$ cat config.mk
export PLATFORM = sky130hd
export DESIGN_NAME = calendar_date_adjust_core_flat
export DESIGN_NICKNAME = d
export VERILOG_FILES = /design/src/cda_pkg.sv /design/src/cda_req_if.sv /design/src/cda_rsp_if.sv /design/src/cda_dp.sv /design/src/cda_ctrl.sv /design/src/calendar_date_adjust_core.sv /design/src/flat_wrapper.sv
export SDC_FILE = /design/constraint.sdc
export NUM_CORES = 1
export LEC_CHECK = 0
export ABC_CLOCK_PERIOD_IN_PS = 8700
export BUFFER_PORTS_ARGS = -buffer_cell sky130_fd_sc_hd__buf_2
export CORE_MARGIN = 4
export CORE_UTILIZATION = 65
export DETAILED_ROUTE_END_ITERATION = 7
export GPL_TIMING_DRIVEN = 0
export MAX_ROUTING_LAYER = met4
export PLACE_DENSITY = 0.91
export REMOVE_ABC_BUFFERS = 1
export SLEW_MARGIN = 30
export SYNTH_ARGS = -nofsm -noshare
export SYNTH_HDL_FRONTEND = slang
export SYNTH_SLANG_ARGS = --single-unit
export TNS_END_PERCENT = 1
$ cat constraint.sdc
create_clock -name clock -period 8.7 [get_ports clock]
set_clock_uncertainty 0.1 [all_clocks]
set_input_delay 1.74 -clock clock [delete_from_list [all_inputs] [get_ports clock]]
set_output_delay 1.74 -clock clock [all_outputs]
set_load 0.005 [all_outputs]
$ cat src/cda_pkg.sv
`timescale 1ns / 1ps

package cda_pkg;

   // Field widths of one beat on either channel.
   localparam int AMOUNT_WIDTH = 13;
   localparam int YEAR_IN_W    = 14;
   localparam int MONTH_W      = 4;
   localparam int DAY_W        = 5;
   localparam int Y400_W       = 9;

   // Working widths. The day and month sums hold the input plus the signed amount.
   localparam int SUM_W  = AMOUNT_WIDTH + 3;
   localparam int YEAR_W = 16;
   localparam int DV_W   = (SUM_W > YEAR_W) ? SUM_W : YEAR_W;
   localparam int QUO_W  = DV_W - 3;

   // Offsets that make the dividend non-negative before the reciprocal division.
   localparam int Q_OFF    = (2 ** (AMOUNT_WIDTH - 1) + 1 + 11) / 12;
   localparam int M_OFF    = 12 * Q_OFF - 1;
   localparam int YMOD_OFF = 400 * ((Q_OFF + 399) / 400);

   // Reciprocals of 12 and 400, rounded up. The rounding error stays below the gap to
   // the next multiple over the whole dividend range, so the quotient is exact.
   localparam int                 RECIP_W      = 17;
   localparam int                 PROD_W       = DV_W + RECIP_W;
   localparam int                 RECIP_12_SH  = 20;
   localparam logic [RECIP_W-1:0] RECIP_12     = RECIP_W'(87382);
   localparam int                 RECIP_400_SH = 24;
   localparam logic [RECIP_W-1:0] RECIP_400    = RECIP_W'(41944);

   localparam logic [DV_W-1:0]    DIV_MONTHS = DV_W'(12);
   localparam logic [DV_W-1:0]    DIV_CYCLE  = DV_W'(400);
   localparam logic [MONTH_W-1:0] JAN        = MONTH_W'(1);
   localparam logic [MONTH_W-1:0] FEB        = MONTH_W'(2);
   localparam logic [MONTH_W-1:0] DEC        = MONTH_W'(12);
   localparam logic [DAY_W-1:0]   FEB_LEAP   = DAY_W'(29);
   localparam logic [DAY_W-1:0]   DEC_LAST   = DAY_W'(31);
   localparam logic [DAY_W-1:0]   DAY_FIRST  = DAY_W'(1);
   localparam logic [Y400_W-1:0]  Y400_LAST  = Y400_W'(399);
   localparam logic [Y400_W-1:0]  CENT_1     = Y400_W'(100);
   localparam logic [Y400_W-1:0]  CENT_2     = Y400_W'(200);
   localparam logic [Y400_W-1:0]  CENT_3     = Y400_W'(300);
   localparam logic [YEAR_IN_W-1:0] YEAR_MAX = YEAR_IN_W'(9999);

   localparam logic [DAY_W-1:0] MONTH_LEN [12] = '{
      DAY_W'(31), DAY_W'(28), DAY_W'(31), DAY_W'(30), DAY_W'(31), DAY_W'(30),
      DAY_W'(31), DAY_W'(31), DAY_W'(30), DAY_W'(31), DAY_W'(30), DAY_W'(31)
   };

   typedef struct packed {
      logic                            kind;
      logic [YEAR_IN_W-1:0]            year_in;
      logic [MONTH_W-1:0]              month_in;
      logic [DAY_W-1:0]                day_in;
      logic signed [AMOUNT_WIDTH-1:0]  amount;
   } req_data_type;

   typedef struct packed {
      logic [YEAR_IN_W-1:0] year_out;
      logic [MONTH_W-1:0]   month_out;
      logic [DAY_W-1:0]     day_out;
      logic                 changed;
      logic                 year_overflow;
   } rsp_data_type;

   typedef struct packed {
      logic load;
      logic div_step;
      logic div_year;
      logic month_fix;
      logic year_fix;
      logic walk_step;
      logic out_load;
   } cmd_type;

   typedef struct packed {
      logic walk_done;
   } sts_type;

   // Leap rule on the year taken modulo 400.
   function automatic logic is_leap(input logic [Y400_W-1:0] y);
      return (y[1:0] == 2'b00) && (y != CENT_1) && (y != CENT_2) && (y != CENT_3);
   endfunction

   function automatic logic [DAY_W-1:0] days_in(input logic [MONTH_W-1:0] m,
                                                input logic leap);
      logic [MONTH_W-1:0] idx;
      idx = m - JAN;
      if ((m == FEB) && leap) begin
         return FEB_LEAP;
      end
      return MONTH_LEN[idx];
   endfunction

endpackage

$ cat src/cda_req_if.sv
`timescale 1ns / 1ps

interface cda_req_if;
   import cda_pkg::*;

   logic                           valid;
   logic                           ready;
   logic                           kind;
   logic [YEAR_IN_W-1:0]           year_in;
   logic [MONTH_W-1:0]             month_in;
   logic [DAY_W-1:0]               day_in;
   logic signed [AMOUNT_WIDTH-1:0] amount;

   modport source (output valid, kind, year_in, month_in, day_in, amount, input ready);
   modport sink   (input valid, kind, year_in, month_in, day_in, amount, output ready);

endinterface

$ cat src/cda_rsp_if.sv
`timescale 1ns / 1ps

interface cda_rsp_if;
   import cda_pkg::*;

   logic                 valid;
   logic                 ready;
   logic [YEAR_IN_W-1:0] year_out;
   logic [MONTH_W-1:0]   month_out;
   logic [DAY_W-1:0]     day_out;
   logic                 changed;
   logic                 year_overflow;

   modport source (output valid, year_out, month_out, day_out, changed, year_overflow,
                   input ready);
   modport sink   (input valid, year_out, month_out, day_out, changed, year_overflow,
                   output ready);

endinterface

$ cat src/cda_dp.sv
`timescale 1ns / 1ps

module cda_dp (
   input  logic                  clock,
   input  cda_pkg::req_data_type req_data,
   input  cda_pkg::cmd_type      cmd,
   output cda_pkg::sts_type      sts,
   output cda_pkg::rsp_data_type rsp_data
);
   import cda_pkg::*;

   localparam logic signed [SUM_W-1:0]  M_OFF_S  = SUM_W'(M_OFF);
   localparam logic signed [SUM_W-1:0]  DAY_ONE  = SUM_W'(1);
   localparam logic signed [YEAR_W-1:0] Q_OFF_Y  = YEAR_W'(Q_OFF);
   localparam logic signed [YEAR_W-1:0] YEAR_TOP = YEAR_W'(YEAR_MAX);
   localparam logic signed [YEAR_W-1:0] YEAR_INC = YEAR_W'(1);
   localparam logic signed [YEAR_W:0]   YMOD_S   = (YEAR_W + 1)'(YMOD_OFF);

   logic signed [YEAR_W-1:0] year_ff, year_in;
   logic [MONTH_W-1:0]       month_ff, month_in;
   logic signed [SUM_W-1:0]  day_ff, day_in;
   logic [Y400_W-1:0]        y400_ff, y400_in;
   logic                     changed_ff, changed_in;
   logic [DV_W-1:0]          dv_ff, dv_in;
   logic [QUO_W-1:0]         quo_ff, quo_in;
   rsp_data_type             out_ff, out_in;

   logic signed [SUM_W-1:0]  amt_ext, month_sum, day_sum;
   logic [PROD_W-1:0]        prod_m, prod_y;
   logic [DV_W-1:0]          rem_m, rem_y;
   logic signed [YEAR_W-1:0] year_wrap;
   logic signed [YEAR_W:0]   year_biased;
   logic [DAY_W-1:0]         dim_cur, dim_prev;
   logic signed [SUM_W-1:0]  dim_cur_s, dim_prev_s;
   logic                     carry, borrow;
   logic [MONTH_W-1:0]       prev_month;
   logic [Y400_W-1:0]        prev_y400, next_y400;
   logic                     ovf_hi, ovf_lo;

   always_comb begin
      amt_ext   = SUM_W'(req_data.amount);
      month_sum = signed'(SUM_W'(req_data.month_in)) + (req_data.kind ? amt_ext : '0);
      day_sum   = signed'(SUM_W'(req_data.day_in)) + (req_data.kind ? '0 : amt_ext);

      // Division by 12 for months and by 400 for the leap cycle: the quotient comes from
      // the reciprocal product and the remainder is taken in the following cycle.
      prod_m = PROD_W'(dv_ff) * RECIP_12;
      prod_y = PROD_W'(dv_ff) * RECIP_400;
      rem_m  = dv_ff - DV_W'(quo_ff) * DIV_MONTHS;
      rem_y  = dv_ff - DV_W'(quo_ff) * DIV_CYCLE;

      // The quotient carries the month offset, which is taken back out here.
      year_wrap   = year_ff + signed'(YEAR_W'(quo_ff)) - Q_OFF_Y;
      year_biased = {year_wrap[YEAR_W-1], year_wrap} + YMOD_S;

      dim_cur    = days_in(month_ff, is_leap(y400_ff));
      dim_cur_s  = signed'(SUM_W'(dim_cur));
      carry      = (day_ff > dim_cur_s);
      borrow     = (day_ff < DAY_ONE);
      next_y400  = (y400_ff == Y400_LAST) ? '0 : y400_ff + Y400_W'(1);
      prev_month = (month_ff == JAN) ? DEC : month_ff - MONTH_W'(1);
      prev_y400  = (month_ff != JAN) ? y400_ff :
                   (y400_ff == '0)   ? Y400_LAST : y400_ff - Y400_W'(1);
      dim_prev   = days_in(prev_month, is_leap(prev_y400));
      dim_prev_s = signed'(SUM_W'(dim_prev));

      ovf_hi = (year_ff > YEAR_TOP);
      ovf_lo = year_ff[YEAR_W-1];

      year_in    = year_ff;
      month_in   = month_ff;
      day_in     = day_ff;
      y400_in    = y400_ff;
      changed_in = changed_ff;
      dv_in      = dv_ff;
      quo_in     = quo_ff;
      out_in     = out_ff;

      if (cmd.load) begin
         year_in    = signed'(YEAR_W'(req_data.year_in));
         day_in     = day_sum;
         changed_in = (month_sum < DAY_ONE) || (month_sum > signed'(SUM_W'(DEC)));
         dv_in      = DV_W'(month_sum + M_OFF_S);
      end
      if (cmd.div_step) begin
         quo_in = cmd.div_year ? QUO_W'(prod_y >> RECIP_400_SH) :
                                 QUO_W'(prod_m >> RECIP_12_SH);
      end
      if (cmd.month_fix) begin
         year_in  = year_wrap;
         month_in = rem_m[MONTH_W-1:0] + JAN;
         dv_in    = DV_W'(year_biased[YEAR_W-1:0]);
      end
      if (cmd.year_fix) begin
         y400_in = rem_y[Y400_W-1:0];
      end
      if (cmd.walk_step) begin
         changed_in = 1'b1;
         if (carry) begin
            day_in = day_ff - dim_cur_s;
            if (month_ff == DEC) begin
               month_in = JAN;
               year_in  = year_ff + YEAR_INC;
               y400_in  = next_y400;
            end else begin
               month_in = month_ff + MONTH_W'(1);
            end
         end else begin
            day_in   = day_ff + dim_prev_s;
            month_in = prev_month;
            y400_in  = prev_y400;
            if (month_ff == JAN) begin
               year_in = year_ff - YEAR_INC;
            end
         end
      end
      if (cmd.out_load) begin
         out_in.changed       = changed_ff;
         out_in.year_overflow = ovf_hi || ovf_lo;
         if (ovf_hi) begin
            out_in.year_out  = YEAR_MAX;
            out_in.month_out = DEC;
            out_in.day_out   = DEC_LAST;
         end else if (ovf_lo) begin
            out_in.year_out  = '0;
            out_in.month_out = JAN;
            out_in.day_out   = DAY_FIRST;
         end else begin
            out_in.year_out  = year_ff[YEAR_IN_W-1:0];
            out_in.month_out = month_ff;
            out_in.day_out   = day_ff[DAY_W-1:0];
         end
      end
   end

   always_ff @(posedge clock) begin
      year_ff    <= year_in;
      month_ff   <= month_in;
      day_ff     <= day_in;
      y400_ff    <= y400_in;
      changed_ff <= changed_in;
      dv_ff      <= dv_in;
      quo_ff     <= quo_in;
      out_ff     <= out_in;
   end

   assign sts.walk_done = !carry && !borrow;
   assign rsp_data      = out_ff;

endmodule

$ cat src/cda_ctrl.sv
`timescale 1ns / 1ps

module cda_ctrl (
   input  logic             clock,
   input  logic             reset,
   input  logic             req_valid,
   output logic             req_ready,
   output logic             rsp_valid,
   input  logic             rsp_ready,
   input  cda_pkg::sts_type sts,
   output cda_pkg::cmd_type cmd
);
   import cda_pkg::*;

   localparam logic [2:0] ST_IDLE = 3'd0;
   localparam logic [2:0] ST_DIVM = 3'd1;
   localparam logic [2:0] ST_FIXM = 3'd2;
   localparam logic [2:0] ST_DIVY = 3'd3;
   localparam logic [2:0] ST_FIXY = 3'd4;
   localparam logic [2:0] ST_WALK = 3'd5;

   logic [2:0] state_ff, state_in;
   logic       rsp_valid_ff, rsp_valid_in;

   always_comb begin
      state_in = state_ff;
      cmd      = '0;
      unique case (state_ff)
         ST_IDLE: begin
            if (req_valid) begin
               cmd.load = 1'b1;
               state_in = ST_DIVM;
            end
         end
         ST_DIVM: begin
            cmd.div_step = 1'b1;
            state_in     = ST_FIXM;
         end
         ST_FIXM: begin
            cmd.month_fix = 1'b1;
            state_in      = ST_DIVY;
         end
         ST_DIVY: begin
            cmd.div_step = 1'b1;
            cmd.div_year = 1'b1;
            state_in     = ST_FIXY;
         end
         ST_FIXY: begin
            cmd.year_fix = 1'b1;
            state_in     = ST_WALK;
         end
         ST_WALK: begin
            // The result waits here until the output register is free.
            if (!sts.walk_done) begin
               cmd.walk_step = 1'b1;
            end else if (!rsp_valid_ff || rsp_ready) begin
               cmd.out_load = 1'b1;
               state_in     = ST_IDLE;
            end
         end
         default: begin
            state_in = ST_IDLE;
         end
      endcase

      if (cmd.out_load) begin
         rsp_valid_in = 1'b1;
      end else if (rsp_ready) begin
         rsp_valid_in = 1'b0;
      end else begin
         rsp_valid_in = rsp_valid_ff;
      end
   end

   always_ff @(posedge clock) begin
      if (reset) begin
         state_ff     <= ST_IDLE;
         rsp_valid_ff <= 1'b0;
      end else begin
         state_ff     <= state_in;
         rsp_valid_ff <= rsp_valid_in;
      end
   end

   assign req_ready = (state_ff == ST_IDLE);
   assign rsp_valid = rsp_valid_ff;

   a_load_when_settled: assert property (@(posedge clock) disable iff (reset)
      cmd.out_load |-> sts.walk_done)
      else $error("result taken before the day walk settled");

   a_accept_starts_div: assert property (@(posedge clock) disable iff (reset)
      (req_valid && req_ready) |=> (state_ff == ST_DIVM))
      else $error("accepted beat did not start the month division");

   a_fix_follows_div: assert property (@(posedge clock) disable iff (reset)
      (state_ff == ST_FIXM) |-> ($past(state_ff) == ST_DIVM))
      else $error("month division skipped");

   a_result_shown: assert property (@(posedge clock) disable iff (reset)
      cmd.out_load |=> (rsp_valid_ff && (state_ff == ST_IDLE)))
      else $error("loaded result not presented");

endmodule

$ cat src/calendar_date_adjust_core.sv
// Each beat is loaded when accepted, then divided by 12 for the month and by 400 for
// the leap cycle; each division is a reciprocal multiply into the quotient register and
// a fix-up. The day walk then steps a single month per cycle until no carry or borrow is
// left. Beats are accepted only in the idle state, after the previous result is loaded.
// A new beat is taken while the previous result still waits in the output register.
// Reset is synchronous and active high; it clears the controller and the result valid.
`timescale 1ns / 1ps

module calendar_date_adjust_core (
   input  logic      clock,
   input  logic      reset,
   cda_req_if.sink   req_ch,
   cda_rsp_if.source rsp_ch
);
   import cda_pkg::*;

   req_data_type req_data;
   rsp_data_type rsp_data;
   cmd_type      cmd;
   sts_type      sts;

   assign req_data.kind     = req_ch.kind;
   assign req_data.year_in  = req_ch.year_in;
   assign req_data.month_in = req_ch.month_in;
   assign req_data.day_in   = req_ch.day_in;
   assign req_data.amount   = req_ch.amount;

   cda_ctrl u_ctrl (
      .clock     (clock),
      .reset     (reset),
      .req_valid (req_ch.valid),
      .req_ready (req_ch.ready),
      .rsp_valid (rsp_ch.valid),
      .rsp_ready (rsp_ch.ready),
      .sts       (sts),
      .cmd       (cmd)
   );

   cda_dp u_dp (
      .clock    (clock),
      .req_data (req_data),
      .cmd      (cmd),
      .sts      (sts),
      .rsp_data (rsp_data)
   );

   assign rsp_ch.year_out      = rsp_data.year_out;
   assign rsp_ch.month_out     = rsp_data.month_out;
   assign rsp_ch.day_out       = rsp_data.day_out;
   assign rsp_ch.changed       = rsp_data.changed;
   assign rsp_ch.year_overflow = rsp_data.year_overflow;

endmodule
$ cat src/flat_wrapper.sv
// flat-port wrapper written by rule: the top's interface ports become plain ports
module calendar_date_adjust_core_flat import cda_pkg::*;
  (clock, reset, req_ch_valid, req_ch_kind, req_ch_year_in, req_ch_month_in, req_ch_day_in, req_ch_amount, req_ch_ready, rsp_ch_valid, rsp_ch_year_out, rsp_ch_month_out, rsp_ch_day_out, rsp_ch_changed, rsp_ch_year_overflow, rsp_ch_ready);
  cda_req_if req_ch_i ();
  cda_rsp_if rsp_ch_i ();
  input  logic clock;
  input  logic reset;
  input wire logic [$bits(req_ch_i.valid)-1:0] req_ch_valid;
  input wire logic [$bits(req_ch_i.kind)-1:0] req_ch_kind;
  input wire logic [$bits(req_ch_i.year_in)-1:0] req_ch_year_in;
  input wire logic [$bits(req_ch_i.month_in)-1:0] req_ch_month_in;
  input wire logic [$bits(req_ch_i.day_in)-1:0] req_ch_day_in;
  input wire logic [$bits(req_ch_i.amount)-1:0] req_ch_amount;
  output wire logic [$bits(req_ch_i.ready)-1:0] req_ch_ready;
  output wire logic [$bits(rsp_ch_i.valid)-1:0] rsp_ch_valid;
  output wire logic [$bits(rsp_ch_i.year_out)-1:0] rsp_ch_year_out;
  output wire logic [$bits(rsp_ch_i.month_out)-1:0] rsp_ch_month_out;
  output wire logic [$bits(rsp_ch_i.day_out)-1:0] rsp_ch_day_out;
  output wire logic [$bits(rsp_ch_i.changed)-1:0] rsp_ch_changed;
  output wire logic [$bits(rsp_ch_i.year_overflow)-1:0] rsp_ch_year_overflow;
  input wire logic [$bits(rsp_ch_i.ready)-1:0] rsp_ch_ready;
  assign req_ch_i.valid = req_ch_valid;
  assign req_ch_i.kind = req_ch_kind;
  assign req_ch_i.year_in = req_ch_year_in;
  assign req_ch_i.month_in = req_ch_month_in;
  assign req_ch_i.day_in = req_ch_day_in;
  assign req_ch_i.amount = req_ch_amount;
  assign req_ch_ready = req_ch_i.ready;
  assign rsp_ch_valid = rsp_ch_i.valid;
  assign rsp_ch_year_out = rsp_ch_i.year_out;
  assign rsp_ch_month_out = rsp_ch_i.month_out;
  assign rsp_ch_day_out = rsp_ch_i.day_out;
  assign rsp_ch_changed = rsp_ch_i.changed;
  assign rsp_ch_year_overflow = rsp_ch_i.year_overflow;
  assign rsp_ch_i.ready = rsp_ch_ready;
  calendar_date_adjust_core u_core (.clock(clock), .reset(reset), .req_ch(req_ch_i), .rsp_ch(rsp_ch_i));
endmodule
==> results.py <==
metrics = {
    "clock_tree": {
        "cts.sinks": 104,
        "clkLatencyLatePin_ps": 360,
        "cts_tree": "yes",
        "root_buffer": "clkbuf_16",
        "cts-resized-gates": 0,
        "cts_buffer_depth": 2,
        "holdBufCountCts": 0,
        "clk_pin_slew_ps": 80,
        "cts_buffers": 9,
        "htreeDepth": 3,
        "post_cts_buffers": 0,
    },
    "routing": {
        "vias": 14300,
        "viasPerCell": 6.41,
        "drc": 0,
        "wl_met2_um": 21000,
        "drt-met1-wl_um": 18300,
        "ant_nets": 0,
        "drtIter0Drc": 1966,
        "top_layer_used": "met4",
        "drtPass1Iterations": 7,
        "wire_per_inst_um": 20.4,
        "drt_wl_total_um": 45500,
        "wl_met3_um": 4650,
    },
    "placed_design": {
        "port_buffers": 67,
        "hpwl_um": 36500,
        "dpl.cell_count": 2210,
        "finalWeightedCongestion": 0.991,
    },
    "setup_path": {
        "cp_slowest_cell": "edfxtp_1",
        "crit_path_frequent_cell": "fa_1",
        "cp.buffers_inverters": 4,
        "setup.worst_path.end_class": "flip-flop",
        "cp.required_ps": 8710,
        "worstPathArrival_ps": 7070,
        "reg2reg_from": "u_core.u_dp.dv_ff[3]$_DFFE_PP_",
        "cp_top_family": "adder cells",
        "startpoint": "u_core.u_dp.dv_ff[3]$_DFFE_PP_",
        "slowest_delay_ps": 630,
        "cp-start-kind": "flip-flop",
        "path_class": "flip-flop to flip-flop",
        "crit_fanout": 9,
        "crit_chain": "ha_1, fa_1, inv_1, fa_1, fa_1, inv_1, fa_1, inv_1, fa_1, inv_1, ha_1, a21oi_1, o21ai_0, o31ai_1, nand4_1, a221o_1, a211oi_1, a21oi_1, mux2i_1",
    },
    "sta": {
        "rsz0062_at_grt": "false",
        "maxSlewViolCount": 0,
        "fin_crit_ps": 7060,
        "relSlewSlack_pct": 32.0,
        "holdWs_ps": 376,
        "fin_setup_tns_ps": 0,
        "setup_violations": 0,
        "hold_viol_final": 0,
        "finalCritPeriodShare_pct": 81.2,
        "worst_pin_slew_ps": 1020,
        "timing.fmax_mhz": 142,
    },
    "min_path": {
        "hold_path.class": "flip-flop to flip-flop",
        "worstHoldStart": "u_core.u_dp.changed_ff$_SDFFE_PN1P_",
    },
    "synthesis": {
        "synth-warning-count": 0,
        "async_flop_share_pct": 0,
        "synth_seq_cells": 104,
        "syn_inst": 1873,
        "synth_area_um2": 16700,
        "synth_most_common_cell": "inv_1",
        "ys_types": 82,
        "synthFlopType": "edfxtp_1",
        "synth_common_cells": "352 x inv_1, 260 x ha_1, 162 x fa_1",
        "synth_top_area_share_pct": 19.5,
        "netlist_top_cells_area": "ha_1 20%, fa_1 19%, edfxtp_1 13%",
        "synth_area_leader_cell": "ha_1",
        "seq_area_frac_synth_pct": 16.9,
        "syn_area_per_cell_um2": 8.90,
        "synth-edff-count": 74,
    },
    "job": {
        "cap_viol_max_count": 0,
    },
    "global_route": {
        "grt_pass1_vias": 14200,
        "grt_pass1_wl_um": 73000,
        "grt_overflow": 0,
        "grt_usage_pct": 32.9,
        "antenna_found_initial": 3,
        "grt_max_degree": 42,
    },
    "layout": {
        "area_growth_pct": 5.24,
        "drive_above_1_share_pct": 6.22,
        "stdcell_count": 2229,
        "fin_nets": 2354,
    },
    "floorplan": {
        "fp.dieW_um": 168,
        "num_io_pins": 68,
        "start_util_pct": 66.2,
        "die_h_um": 168,
        "num_rows": 58,
        "die_area_um2": 28300,
        "core_um2": 25200,
    },
    "run_status": {
        "status": "completed",
    },
}
## cell usage in the layout (no fill, tap or decap), types with 11 or more instances in the layout
cell type	instances
a211oi_1	12
nor4_1	11
o21ai_0	88
buf_2	69
and2_1	12
a21oi_1	90
xor2_1	32
inv_1	351
a31oi_1	19
nand2_1	116
nor3_1	38
edfxtp_1	74
ha_1	260
xnor2_1	84
dfxtp_1	30
o211ai_1	21
fa_1	162
nand4_1	19
and3_1	16
o22ai_1	24
nand3_1	53
a21o_1	22
nor2_1	85
## cell type report
type / instances / area, um^2
Clock inverter: 7 / 129
Inverter: 353 / 1330
Clock buffer: 9 / 225
Multi-Input combinational cell: 1353 / 12300
Timing Repair Buffer: 70 / 360
Tap cell: 330 / 413
Sequential cell: 104 / 2820
Antenna cell: 3 / 7.51
Fill cell: 1852 / 7640
## registers in the layout (all words and copies together), names as in the netlist, 3 cells and up
signal and flops:
u_core.u_dp.year_ff 16, u_core.u_dp.rsp_data 25, u_core.u_ctrl.state_ff 3, u_core.u_dp.y400_ff 9
u_core.u_dp.day_ff 16, u_core.u_dp.dv_ff 16, u_core.u_dp.month_ff 4, u_core.u_dp.quo_ff 13
## per-stage QoR
step	worst slack (ps)	utilization, %	cell area (um^2)
finish	1640	69.7	17500
global route	1400	69.7	17500
CTS	1740	69.6	17500
detailed placement	1780	68.2	17200
global placement	1800	68.0	17100
floorplan	2660	-	16400
## path summary, 6_finish.rpt
path,end,slack (ps),cells after the start
hold / removal,u_core.u_dp.rsp_data[1]$_DFFE_PP_,380,0
setup reg to reg,u_core.u_dp.quo_ff[12]$_SDFFCE_PP0P_,1640,19
hold reg to reg,u_core.u_dp.rsp_data[1]$_DFFE_PP_,380,0
setup / recovery,u_core.u_dp.quo_ff[12]$_SDFFCE_PP0P_,1640,19
## per-layer routing
layer  up-vias  track usage (%)
met3       141             5.33
li1       6460                -
met4         0             9.77
met5         -                -
met1      6821             44.5
met2       864             51.7
## cell families after synthesis
kind of cell    synth area share, %
fa+ha+maj                      39.0
mux                           0.736
xor+xnor                       6.09
compound gates                 15.3
flops                          16.9
simple gates                   12.3
buf+inv                        9.68
## worst register-to-register path: cells and delay by family, from the launching register on
kind                       cells  cell delay, ps
DFF                            1             630
and+or+nand+nor                1             290
AOI/OAI and AO/OA              6            1880
adders and majority gates      7            3570
muxes                          1             140
buffers and inverters          4             240
Power is not shown: default switching activity piles up to over one toggle a cycle in this logic, so the estimate is an artifact.
